## src/rtl/mibe_pkg.sv

```systemverilog
package mibe_pkg;

  typedef enum logic [5:0] {
    OP_REGIMM        = 6'd1,
    OP_J             = 6'd2,
    OP_JAL           = 6'd3,
    OP_BEQ           = 6'd4,
    OP_BNE           = 6'd5,
    OP_BLEZ          = 6'd6,
    OP_BGTZ          = 6'd7,
    OP_ADDI          = 6'd8,
    OP_ADDI_NOTRAP   = 6'd9,
    OP_SLTI          = 6'd10,
    OP_SLTI_UNSIGNED = 6'd11,
    OP_ANDI          = 6'd12,
    OP_ORI           = 6'd13,
    OP_XORI          = 6'd14,
    OP_LUI           = 6'd15,
    OP_BEQL          = 6'd20,
    OP_BNEL          = 6'd21,
    OP_BLEZ_LIKELY   = 6'd22,
    OP_BGTZ_LIKELY   = 6'd23
  } opcode_e;

  // REGIMM condition bits in rt
  localparam int unsigned RegimmInvBit    = 0;
  localparam int unsigned RegimmLikelyBit = 1;
  localparam int unsigned RegimmLinkBit   = 4;

  localparam logic [4:0]  LinkReg     = 5'd31;
  localparam logic [31:0] JumpRegion  = 32'hf000_0000;
  localparam logic [31:0] InstrBytes  = 32'd4;
  localparam logic [31:0] LinkOffset  = 32'd8;

  typedef struct packed {
    logic [5:0]  opcode;
    logic [4:0]  rt_field;
    logic [15:0] immediate;
    logic [25:0] jump_index;
    logic [31:0] rs_value;
    logic [31:0] rt_value;
    logic [31:0] pc;
  } exec_in_t;

  typedef struct packed {
    logic        write_enable;
    logic [4:0]  write_index;
    logic [31:0] write_value;
    logic        redirect;
    logic [31:0] next_pc;
    logic        nullify_next;
    logic        overflow_trap;
    logic        illegal;
  } exec_out_t;

endpackage

```

## src/rtl/mibe_exec.sv

```systemverilog
module mibe_exec (
  input  mibe_pkg::exec_in_t  instr_i,
  output mibe_pkg::exec_out_t result_o
);

  logic [31:0] simm;
  logic [31:0] zimm;
  logic [31:0] btarget;
  logic [31:0] jtarget;
  logic [31:0] link;
  logic [31:0] sum;
  logic        add_ovf;
  logic        is_branch;
  logic        taken;
  logic        likely;
  logic        rs_zero;
  logic        rs_neg;

  assign simm    = {{16{instr_i.immediate[15]}}, instr_i.immediate};
  assign zimm    = {16'd0, instr_i.immediate};
  assign btarget = instr_i.pc + mibe_pkg::InstrBytes
                   + {{14{instr_i.immediate[15]}}, instr_i.immediate, 2'b00};
  assign jtarget = (instr_i.pc & mibe_pkg::JumpRegion) | {4'd0, instr_i.jump_index, 2'b00};
  assign link    = instr_i.pc + mibe_pkg::LinkOffset;
  assign sum     = instr_i.rs_value + simm;
  // same-sign operands, result sign flipped
  assign add_ovf = (instr_i.rs_value[31] == simm[31]) && (sum[31] != instr_i.rs_value[31]);
  assign rs_zero = (instr_i.rs_value == 32'd0);
  assign rs_neg  = instr_i.rs_value[31];

  always_comb begin
    result_o  = '0;
    is_branch = 1'b0;
    taken     = 1'b0;
    likely    = 1'b0;
    unique case (instr_i.opcode) inside
      mibe_pkg::OP_REGIMM: begin
        is_branch = 1'b1;
        taken     = rs_neg ^ instr_i.rt_field[mibe_pkg::RegimmInvBit];
        likely    = instr_i.rt_field[mibe_pkg::RegimmLikelyBit];
        if (instr_i.rt_field[mibe_pkg::RegimmLinkBit]) begin
          result_o.write_enable = 1'b1;
          result_o.write_index  = mibe_pkg::LinkReg;
          result_o.write_value  = link;
        end
      end
      mibe_pkg::OP_J: begin
        result_o.redirect = 1'b1;
        result_o.next_pc  = jtarget;
      end
      mibe_pkg::OP_JAL: begin
        result_o.redirect     = 1'b1;
        result_o.next_pc      = jtarget;
        result_o.write_enable = 1'b1;
        result_o.write_index  = mibe_pkg::LinkReg;
        result_o.write_value  = link;
      end
      mibe_pkg::OP_BEQ, mibe_pkg::OP_BEQL: begin
        is_branch = 1'b1;
        taken     = (instr_i.rs_value == instr_i.rt_value);
        likely    = (instr_i.opcode == mibe_pkg::OP_BEQL);
      end
      mibe_pkg::OP_BNE, mibe_pkg::OP_BNEL: begin
        is_branch = 1'b1;
        taken     = (instr_i.rs_value != instr_i.rt_value);
        likely    = (instr_i.opcode == mibe_pkg::OP_BNEL);
      end
      mibe_pkg::OP_BLEZ, mibe_pkg::OP_BLEZ_LIKELY: begin
        is_branch = 1'b1;
        taken     = rs_neg || rs_zero;
        likely    = (instr_i.opcode == mibe_pkg::OP_BLEZ_LIKELY);
      end
      mibe_pkg::OP_BGTZ, mibe_pkg::OP_BGTZ_LIKELY: begin
        is_branch = 1'b1;
        taken     = !rs_neg && !rs_zero;
        likely    = (instr_i.opcode == mibe_pkg::OP_BGTZ_LIKELY);
      end
      mibe_pkg::OP_ADDI: begin
        if (add_ovf) begin
          result_o.overflow_trap = 1'b1;
        end else begin
          result_o.write_enable = 1'b1;
          result_o.write_index  = instr_i.rt_field;
          result_o.write_value  = sum;
        end
      end
      mibe_pkg::OP_ADDI_NOTRAP: begin
        result_o.write_enable = 1'b1;
        result_o.write_index  = instr_i.rt_field;
        result_o.write_value  = sum;
      end
      mibe_pkg::OP_SLTI: begin
        result_o.write_enable = 1'b1;
        result_o.write_index  = instr_i.rt_field;
        result_o.write_value  = {31'd0, ($signed(instr_i.rs_value) < $signed(simm))};
      end
      mibe_pkg::OP_SLTI_UNSIGNED: begin
        result_o.write_enable = 1'b1;
        result_o.write_index  = instr_i.rt_field;
        result_o.write_value  = {31'd0, (instr_i.rs_value < simm)};
      end
      mibe_pkg::OP_ANDI: begin
        result_o.write_enable = 1'b1;
        result_o.write_index  = instr_i.rt_field;
        result_o.write_value  = instr_i.rs_value & zimm;
      end
      mibe_pkg::OP_ORI: begin
        result_o.write_enable = 1'b1;
        result_o.write_index  = instr_i.rt_field;
        result_o.write_value  = instr_i.rs_value | zimm;
      end
      mibe_pkg::OP_XORI: begin
        result_o.write_enable = 1'b1;
        result_o.write_index  = instr_i.rt_field;
        result_o.write_value  = instr_i.rs_value ^ zimm;
      end
      mibe_pkg::OP_LUI: begin
        result_o.write_enable = 1'b1;
        result_o.write_index  = instr_i.rt_field;
        result_o.write_value  = {instr_i.immediate, 16'd0};
      end
      default: begin
        result_o.illegal = 1'b1;
      end
    endcase

    if (is_branch) begin
      if (taken) begin
        result_o.redirect = 1'b1;
        result_o.next_pc  = btarget;
      end else if (likely) begin
        result_o.nullify_next = 1'b1;
      end
    end
  end

endmodule

```

## src/rtl/mips_itype_branch_execute.sv

```systemverilog
// Execute stage for MIPS32 immediate-format ALU ops, branches and jumps. One instruction
// beat is accepted every cycle unless the input side is stalled; an accepted beat waits in
// the input register while the decode, 32-bit adders and compares settle, then moves into
// the result register, which presents it on the outputs. A stall on the result side holds
// the result register and, when the input register is also full, stalls the input side in
// the same cycle.
module mips_itype_branch_execute (
  input  logic        clk_i,
  input  logic        rst_ni,
  input  logic        in_valid_i,
  output logic        in_stall_o,
  input  logic [5:0]  opcode_i,
  input  logic [4:0]  rt_field_i,
  input  logic [15:0] immediate_i,
  input  logic [25:0] jump_index_i,
  input  logic [31:0] rs_value_i,
  input  logic [31:0] rt_value_i,
  input  logic [31:0] pc_i,
  output logic        out_valid_o,
  input  logic        out_stall_i,
  output logic        write_enable_o,
  output logic [4:0]  write_index_o,
  output logic [31:0] write_value_o,
  output logic        redirect_o,
  output logic [31:0] next_pc_o,
  output logic        nullify_next_o,
  output logic        overflow_trap_o,
  output logic        illegal_o
);

  mibe_pkg::exec_in_t  instr_q;
  mibe_pkg::exec_out_t exec_res;
  mibe_pkg::exec_out_t res_q;
  logic                in_vld_q;
  logic                out_vld_q;
  logic                out_adv;
  logic                in_take;

  assign out_adv    = !out_vld_q || !out_stall_i;
  assign in_stall_o = in_vld_q && !out_adv;
  assign in_take    = in_valid_i && !in_stall_o;

  always_ff @(posedge clk_i or negedge rst_ni) begin
    if (!rst_ni) begin
      in_vld_q  <= 1'b0;
      out_vld_q <= 1'b0;
    end else begin
      if (out_adv) begin
        out_vld_q <= in_vld_q;
      end
      if (!in_stall_o) begin
        in_vld_q <= in_valid_i;
      end
    end
  end

  always_ff @(posedge clk_i) begin
    if (in_take) begin
      instr_q.opcode     <= opcode_i;
      instr_q.rt_field   <= rt_field_i;
      instr_q.immediate  <= immediate_i;
      instr_q.jump_index <= jump_index_i;
      instr_q.rs_value   <= rs_value_i;
      instr_q.rt_value   <= rt_value_i;
      instr_q.pc         <= pc_i;
    end
    if (out_adv && in_vld_q) begin
      res_q <= exec_res;
    end
  end

  mibe_exec u_exec (
    .instr_i  (instr_q),
    .result_o (exec_res)
  );

  assign out_valid_o     = out_vld_q;
  assign write_enable_o  = res_q.write_enable;
  assign write_index_o   = res_q.write_index;
  assign write_value_o   = res_q.write_value;
  assign redirect_o      = res_q.redirect;
  assign next_pc_o       = res_q.next_pc;
  assign nullify_next_o  = res_q.nullify_next;
  assign overflow_trap_o = res_q.overflow_trap;
  assign illegal_o       = res_q.illegal;

`ifndef NO_ASSERTIONS
  a_pipe_advance: assert property (@(posedge clk_i) disable iff (!rst_ni)
    in_vld_q && out_adv |=> out_vld_q)
    else $error("filled input register did not move to result register");

  a_no_redirect_zero_pc: assert property (@(posedge clk_i) disable iff (!rst_ni)
    out_valid_o && !redirect_o |-> next_pc_o == 32'd0)
    else $error("next_pc nonzero without redirect");

  a_no_write_zero: assert property (@(posedge clk_i) disable iff (!rst_ni)
    out_valid_o && !write_enable_o |-> write_index_o == 5'd0 && write_value_o == 32'd0)
    else $error("write fields nonzero without write");

  a_illegal_alone: assert property (@(posedge clk_i) disable iff (!rst_ni)
    out_valid_o && illegal_o |->
      !write_enable_o && !redirect_o && !nullify_next_o && !overflow_trap_o)
    else $error("illegal result carries other effects");

  a_trap_no_write: assert property (@(posedge clk_i) disable iff (!rst_ni)
    out_valid_o && overflow_trap_o |-> !write_enable_o && !redirect_o)
    else $error("overflow trap with write or redirect");
`endif

endmodule
```

## config.mk

```make
export PLATFORM = sky130hd
export DESIGN_NAME = mips_itype_branch_execute
export DESIGN_NICKNAME = d
export VERILOG_FILES = /design/src/rtl/mibe_pkg.sv /design/src/rtl/mibe_exec.sv /design/src/rtl/mips_itype_branch_execute.sv
export SDC_FILE = /design/constraint.sdc
export NUM_CORES = 1
export LEC_CHECK = 0
export BUFFER_PORTS_ARGS = -buffer_cell sky130_fd_sc_hd__buf_2
export CAP_MARGIN = 20
export CORE_AREA = 2 2 241 243
export CTS_CLUSTER_SIZE = 25
export DETAILED_ROUTE_END_ITERATION = 6
export DIE_AREA = 0 0 243 245
export HOLD_SLACK_MARGIN = 0.03
export PLACE_DENSITY = 0.37
export SLEW_MARGIN = 10
export SYNTH_ARGS = -nofsm -noshare
export SYNTH_HDL_FRONTEND = slang
export SYNTH_SLANG_ARGS = --single-unit
```

## constraint.sdc

```tcl
create_clock -name clk_i -period 8.5 [get_ports clk_i]
set_clock_uncertainty 0.2 [all_clocks]
set_input_delay 1.7 -clock clk_i [delete_from_list [all_inputs] [get_ports clk_i]]
set_output_delay 1.7 -clock clk_i [all_outputs]
set_load 0.02 [all_outputs]
```

# After elaboration in Yosys (flattened, before gate mapping)
# Index checks and enable logic that the tools add are counted.
[word_totals] regBits=225 latchBits=0 mem_bits_rw=0 romBits=0 out_inout_bits=76 word_cells=87 memories=0
[classes] addsub=4 multipliers=0 div=0 magnitude_cmp=2 eq_ne=23 n_shift=0 muxes=13 bitwise=6 n_reduce_logical=22
[ops] op="one-hot mux 38 bit (10 select lines)" count=1
[ops] op="2-to-1 mux 38 bit" count=2
[ops] op="2-to-1 mux 33 bit" count=2
[ops] op="adder 32 bit" count=2
[ops] op="equality test 6 x 4 -> 1 bit, second input constant" count=8
[ops] op="2-to-1 mux 34 bit" count=1
[ops] op="adder 32 x 3 -> 32 bit, second input constant" count=1
[ops] op="adder 32 x 4 -> 32 bit, second input constant" count=1
[ops] op="AND 32 x 16 -> 32 bit" count=1
[ops] op="equality test 32 bit" count=1
[ops] op="zero test 32 bit" count=1
[ops] op="< comparator 32 x 16 -> 1 bit" count=1
[ops] op="< comparator 32 bit" count=1
[ops] op="!= test 32 bit" count=1
[ops] op="bitwise OR 32 x 16 -> 32 bit" count=1
[ops] op="bitwise OR 32 x 28 -> 32 bit" count=1
[ops] op="bitwise XOR 32 x 16 -> 32 bit" count=1
[ops] op="equality test 6 x 3 -> 1 bit, second input constant" count=4
[ops] op="equality test 6 x 5 -> 1 bit, second input constant" count=4
[ops] op="OR reduction 19 bit" count=1
[ops] op="equality test 6 x 2 -> 1 bit, second input constant" count=2
[ops] op="OR reduction 2 bit" count=6
[ops] op="one-hot mux 1 bit (5 select lines)" count=2
[ops] op="OR reduction 9 bit" count=1
[ops] op="other kinds (9)" count=23

# Longest topological paths before layout
# Gate-level depths: netlist (run 1).
[logic_depth] depth_word=6 ltp_mapped=14

# By module
# A second synthesis (run 1) with hierarchy kept.
[hier_totals] hier_cells=1202 area_unflattened_um2=13491.7
[modules_own_cells] module="mips_itype_branch_execute" instances=1 cells_each=231 area_each_um2=6789.0 seq_area_each_um2=6746.5
[modules_own_cells] module="mibe_exec" instances=1 cells_each=971 area_each_um2=6702.7 seq_area_each_um2=0.0

# Worst setup path before layout (run 1)
# Ideal clock, no wire load.
[synth_path] path_kind="input to register" startpoint="input port out_stall_i" endpoint="register res_q (netlist bit illegal_o) (enable)" setup_ns=0.618 arrival_time_ns=7.085 required_time_ns=7.682 slack_ns=0.597 stages=1 path_cell_list="a21boi_0"
[synth_via] elab_chain_len=3
[synth_rtl] element="start: declaration" line="mips_itype_branch_execute.sv:20" source="input logic out_stall_i,"
[synth_rtl] element="zero test 1 bit" line="mips_itype_branch_execute.sv:39" source="assign out_adv = !out_vld_q || !out_stall_i;"
[synth_rtl] element="logical OR 1 bit" line="mips_itype_branch_execute.sv:39"
[synth_rtl] element="logical AND 1 bit" line="mips_itype_branch_execute.sv:67" source="if (out_adv && in_vld_q) begin"
[synth_rtl] element="end signal: assignment" line="mips_itype_branch_execute.sv:68" source="res_q <= exec_res;"
[synth_rtl] element="end: declaration" line="mips_itype_branch_execute.sv:33" source="mibe_pkg::exec_out_t res_q;"
# No other way between the ends.
# A chain may end at the register's enable or synchronous reset.

==> impl_metrics.ini, run 1 <==
[yosys]
netlist_area_um2 = 13500
ys_async_sr_fraction = 0.00889
synthFlopType = edfxtp_1
ys_warn_count = 0
synth_cell_type_count = 68
ys_ff_latch = 225
avgSynthCellArea_um2 = 11.7
yosysSeqAreaShare = 0.498
syn-num-nets = 1450
yosys.area.top_type = edfxtp_1
yosysTopAreaCellShare = 0.495
synth_edf_count = 223
synth_area_leaders = edfxtp_1, ha_1, xnor2_1
synth_cells = 1158

[global_route]
grt_overflow = 0
top_usage_layer = met2
grt_pass1_wl_mm = 69.5
grt_max_degree = 74
met1_usage = 0.215
grt_util_all_layers = 0.158
met2_usage = 0.267
antenna_found_initial = 0
grt_pass1_vias = 10018
grt_use_met3 = 0.0194

[cells_and_area]
area_growth_pct = 21.4
nets = 1678
antenna_cells = 0
fillers = 6063
drive_above_1_share = 0.209

[placed_design]
gp_routability_congestion = 0.851
hpwlAfterDp_mm = 37.2
io_buffers = 228

[min_path]
hold_path.class = register to register
hp-start = in_vld_q$_DFFE_PN0N_

[power_and_ir_drop]
peakVddDrop_uv = 146
p_total_uw = 3170
power.density_nw_per_um2 = 193
p_leak_uw = 0.00677

[detailed_routing]
routedWlPerCell_um = 22.2
final_antenna_net_count = 0
viasPerCell = 4.71
drt-pass1-iter-count = 5
first_iter_violations = 847
num_vias = 10231
finalWirelength_mm = 48.3
drc = 0

[worst_setup_path]
end_kind = register
r2r-start = instr_q[137]$_DFFE_PP_
crit_type = register to register
cp_data_arrival_time_ps = 4640
crit_path_start_kind = register
critPathRequiredTime_ps = 8630
critical_path.startpoint = instr_q[137]$_DFFE_PP_
path_max_fanout = 18

[sta]
fin_crit_sh = 0.531
setup_viol = 0
slew_headroom = 0.322
max_clock_freq_ghz = 0.222
worstMarginPinSlew_ps = 1020
drv_slew = 0
final_hold_viol_count = 0
rsz0062_at_grt = no
fin_tns_setup_ps = 0
fin_crit_ps = 4510

[clocking]
clk_pin_slew_worst_paths_ps = 60
cts_resized = 0
cts_max_level = 1
cts_buffer_depth = 3
ctsHoldBuffers = 0
post_cts_buffers = 0
clkSinkCount = 225
cts_tree = built
insertion_delay_ps = 600
numCtsBuffers = 28
cts-root-buf = clkbuf_16

[floorplan]
die_area_um2 = 59500
core-area_um2 = 57000
die-width_um = 243
num_rows = 88
num_io_pins = 229
die_height_um = 245
initial_core_util = 0.237

[run_status]
status = complete, no violations

[run]
maxCapViolations = 0
## path summary, 6_finish.rpt
kind / endpoint / slack, ps / depth (start not counted)
setup / recovery: write_value_o[0]$_DFFE_PP_ / 3990 / 12
hold / removal: out_valid_o$_DFFE_PN0N_ / 290 / 1
setup reg to reg: write_value_o[0]$_DFFE_PP_ / 3990 / 12
hold reg to reg: out_valid_o$_DFFE_PN0N_ / 290 / 1
max in group asynchronous: in_vld_q$_DFFE_PN0N_ / 7320 / 1
min in group asynchronous: out_valid_o$_DFFE_PN0N_ / 680 / 1
## cells in the final DEF (no fill, tap or decap), types with 5 or more instances in the layout
cell,instances
a211oi_1,10
a21o_1,19
a21oi_1,57
a222oi_1,27
a22o_1,28
a22oi_1,6
a31oi_1,9
and2_1,8
and3_1,12
buf_2,228
buf_4,10
clkbuf_1,11
clkbuf_16,28
edfxtp_1,223
ha_1,137
inv_1,80
mux2i_1,16
nand2_1,46
nand2b_1,13
nand3_1,20
nand4_1,23
nor2_1,55
nor2b_1,16
nor3_1,12
nor4_1,21
o211ai_1,5
o21a_1,5
o21ai_0,28
o21ai_1,33
o21bai_1,8
o22ai_1,13
o31ai_1,7
xnor2_1,63
xor2_1,51
## stage by stage
stage	std cells	utilization	hold slack, ps	setup slack, ps	instance area (µm²)
finish	2172	0.288	290	3990	16400
detailed placement	2120	0.273	281	4060	15600
floorplan	1158	-	243	597	13500
global placement	2120	0.273	261	4160	15600
CTS	2171	0.288	294	4040	16400
global route	2172	0.288	311	3670	16400
## logic make-up (layout without fill, tap and decap cells)
| kind of cell | after synthesis | in the layout | share of synthesized area |
|---|---|---|---|
| buffers and inverters | 121 | 370 | 0.0346 |
| and+or+nand+nor | 249 | 249 | 0.0951 |
| xor gates and xnor gates | 115 | 115 | 0.0750 |
| AOI/OAI and AO/OA | 293 | 293 | 0.156 |
| adders and majority gates | 139 | 139 | 0.130 |
| muxes | 16 | 16 | 0.0118 |
| DFF | 225 | 225 | 0.498 |
## routing by layer
| metal | vias to the layer above | wire length [µm] |
|---|---|---|
| met5 | - | 0 |
| met4 | 0 | 786 |
| met3 | 49 | 1790 |
| met2 | 221 | 23300 |
| met1 | 5099 | 22400 |
| li1 | 4862 | - |
## power by group
part	switching, µW	internal, µW
sequential	75.1	1320
clock	501	642
combinational	391	246
## cell type report
cell class / count / area [µm²] / area share
Sequential cell: 225 / 6750 / 0.411
Multi-Input combinational cell: 812 / 6340 / 0.386
Timing Repair Buffer: 239 / 1220 / 0.0743
Tap cell: 765 / 957 / 0.0583
Clock buffer: 39 / 742 / 0.0452
Inverter: 80 / 300 / 0.0183
Clock inverter: 12 / 115 / 0.00701
## synthesized netlist by cell type (4+ instances only)
| library cell | number |
|---|---|
| and4_1 | 4 |
| o21bai_1 | 8 |
| buf_2 | 5 |
| o31ai_1 | 7 |
| o221ai_1 | 4 |
| inv_1 | 80 |
| nor2_1 | 56 |
| or3_1 | 4 |
| ha_1 | 137 |
| o21ai_1 | 33 |
| nand3_1 | 20 |
| o22ai_1 | 13 |
| mux2i_1 | 16 |
| a222oi_1 | 27 |
| a22o_1 | 29 |
| or2_2 | 4 |
| o21ai_0 | 28 |
| nand2b_1 | 13 |
| a21oi_1 | 57 |
| nor2b_1 | 16 |
| edfxtp_1 | 223 |
| a22oi_1 | 6 |
| and3_1 | 12 |
| a21o_1 | 19 |
| o21a_1 | 5 |
| xor2_1 | 51 |
| nor3_1 | 12 |
| a31oi_1 | 9 |
| clkbuf_1 | 34 |
| nand4_1 | 23 |
| nand2_1 | 46 |
| xnor2_1 | 63 |
| o211ai_1 | 5 |
| a211oi_1 | 10 |
| nor4_1 | 21 |
| and2_1 | 9 |
## state kept, by name, indices dropped and copies added, names as in the netlist
name and count:
overflow_trap_o 1, next_pc_o 32, write_index_o 5, write_enable_o 1
nullify_next_o 1, write_value_o 32, out_valid_o 1, redirect_o 1
illegal_o 1, in_vld_q 1, instr_q 149
## critical path, cell delays in order, from the launching register on
cell and delay (ps):
edfxtp_1 390, inv_1 490, ha_1 430, nor4_1 600, and4_1 360, nor2b_1 150, a222oi_1 150, and2_4 230
o211ai_2 400, buf_4 360, nand2_1 90, a222oi_1 280, nand3_1 130
Power figures use the tool's default switching activity.
==> run 2: changes to the inputs <==
--- a/config.mk
+++ b/config.mk
@@ -12,7 +12,7 @@
 export DETAILED_ROUTE_END_ITERATION = 6
 export DIE_AREA = 0 0 243 245
 export HOLD_SLACK_MARGIN = 0.03
-export PLACE_DENSITY = 0.37
+export PLACE_DENSITY = 0.39
 export SLEW_MARGIN = 10
 export SYNTH_ARGS = -nofsm -noshare
 export SYNTH_HDL_FRONTEND = slang
==> constraint.sdc (replaced) <==
create_clock -name clk_i -period 3.7 [get_ports clk_i]
set_clock_uncertainty 0.2 [all_clocks]
set_input_delay 0.74 -clock clk_i [delete_from_list [all_inputs] [get_ports clk_i]]
set_output_delay 0.74 -clock clk_i [all_outputs]
set_load 0.02 [all_outputs]
==> run 2 against run 1 <==
Net effect: clock power grew 130%; sequential cell count is the same; total power grew 140%; largest power group unchanged.
==> impl_metrics.ini, run 2 (same netlist as run 1, synthesis figures left out) <==
[run_status]
status = complete, no violations

[clocking]
clk_pin_slew_worst_paths_ps = 60
cts-root-buf = clkbuf_16
numCtsBuffers = 27
cts_max_level = 1
cts_buffer_depth = 3
insertion_delay_ps = 580
cts_tree = built
clkSinkCount = 225

[cells_and_area]
layoutNonFillerInstCount = 2349
area_growth_pct = 33.7
layout_commonest_cell = buf_2
drive_above_1_share = 0.318
top_register = instr_q
final_cell_mix = buf_2, edfxtp_1, buf_4
largest_reg_flops = 149
antenna_cells = 0
nets = 1856
final_util = 0.317

[global_route]
grt_pass1_wl_mm = 72.9
grt_util_all_layers = 0.166
grt_pass1_vias = 10813
antenna_found_initial = 1
grt_max_degree = 75
grt_overflow = 0

[worst_setup_path]
crit_path_start_kind = register
critPathRequiredTime_ps = 3780
critical_path.startpoint = instr_q[137]$_DFFE_PP_
slowest_stage = a222oi_1
end_kind = register
path_max_fanout = 17
r2r-start = instr_q[137]$_DFFE_PP_
crit_path_max_incr_delay_ps = 420
crit_type = register to register
critical_path.cell_chain = inv_2 -> buf_12 -> ha_1 -> nor4_2 -> buf_4 -> and4_4 -> nor2b_4 -> a222oi_1 -> buf_4 -> and2_4 -> buf_4 -> o211ai_4 -> nand2_1 -> a222oi_1 -> nand3_1
crit_top_cell = buf_4
cp_data_arrival_time_ps = 3680

[sta]
whs_ps = 139
final_hold_viol_count = 0
worstMarginPinSlew_ps = 833
fin_crit_sh = 0.973
fin_tns_setup_ps = 0
drv_slew = 0
setup_viol = 0
fin_crit_ps = 3600
rsz0062_at_grt = yes
max_clock_freq_ghz = 0.278
slew_headroom = 0.439

[detailed_routing]
drc = 0
routedWlPerCell_um = 21.9
drt-pass1-iter-count = 6
num_vias = 10838
finalWirelength_mm = 51.5
final_antenna_net_count = 0
first_iter_violations = 756
viasPerCell = 4.61

[placed_design]
placedCellCount = 2284
gp_routability_congestion = 0.871
hpwlAfterDp_mm = 40.7
io_buffers = 228

[power_and_ir_drop]
peakVddDrop_uv = 327
power.density_nw_per_um2 = 419
p_total_uw = 7590
p_leak_uw = 0.00769

[min_path]
hp-start = pc_i[28]
hold_path.class = primary input to register

[floorplan]
die-width_um = 243
num_io_pins = 229
num_rows = 88
core-area_um2 = 57000
die_area_um2 = 59500
initial_core_util = 0.237
die_height_um = 245

[run]
maxCapViolations = 0
[run 2: path summary, 6_finish.rpt]
path	endpoint	slack, ps	cells after the start
min	instr_q[28]$_DFFE_PP_	140	1
max reg2reg	write_value_o[0]$_DFFE_PP_	100	15
min in group asynchronous	out_valid_o$_DFFE_PN0N_	290	2
max in group asynchronous	in_vld_q$_DFFE_PN0N_	2910	2
max	write_value_o[0]$_DFFE_PP_	100	15
min reg2reg	out_valid_o$_DFFE_PN0N_	290	1
[run 2: critical path: cells and delay by family (launching register included)]
family / cells / cell delay, ps
AO/OA/AOI/OAI: 3 / 680
adder cells (fa/ha/maj): 1 / 280
buffers and inverters: 5 / 720
flip-flops: 1 / 410
AND/OR/NAND/NOR: 6 / 1000
[run 2: final cells by class]
class / count / area [µm²]
Fill cell: 5939 / 38900
Sequential cell: 225 / 6750
Multi-Input combinational cell: 812 / 6560
Timing Repair Buffer: 418 / 2680
Tap cell: 765 / 957
Clock buffer: 36 / 709
Inverter: 80 / 300
Clock inverter: 13 / 138
[run 2: metal layers]
metal,global-route usage,part of all wire,vias to the layer above
met1,0.220,0.44,5261
li1,-,-,5218
met4,0.0525,0.031,0
met5,0,0,-
met3,0.0223,0.047,73
met2,0.282,0.48,286
[run 2: where the power goes]
group	leakage [µW]	switching (µW)	total (µW)	internal, µW
registers	0.00220	122	3140	3020
logic	0.00510	1050	1830	780
clock network	0.000402	1130	2620	1490
total	0.00769	2290	7590	5290
[run 2: through the flow]
step           worst slack (ps)  cell area [µm²]
2_1_floorplan              -354            13500
3_3_place_gp               16.1            16900
3_5_place_dp               -101            16900
5_1_grt                    -134            18100
6_report                   98.1            18100
4_1_cts                   -1.85            17800
[run 2: timing repair]
| item | CTS | global route |
|---|---|---|
| hold buffers | 1 | 0 |
| pin swaps | 4 | 13 |
| resized for setup | 9 | 33 |
| setup endpoints to repair | 6 | 25 |
| cloned | 0 | 0 |
| hold endpoints to repair | 2 | 0 |
| buffers inserted | 5 | 10 |
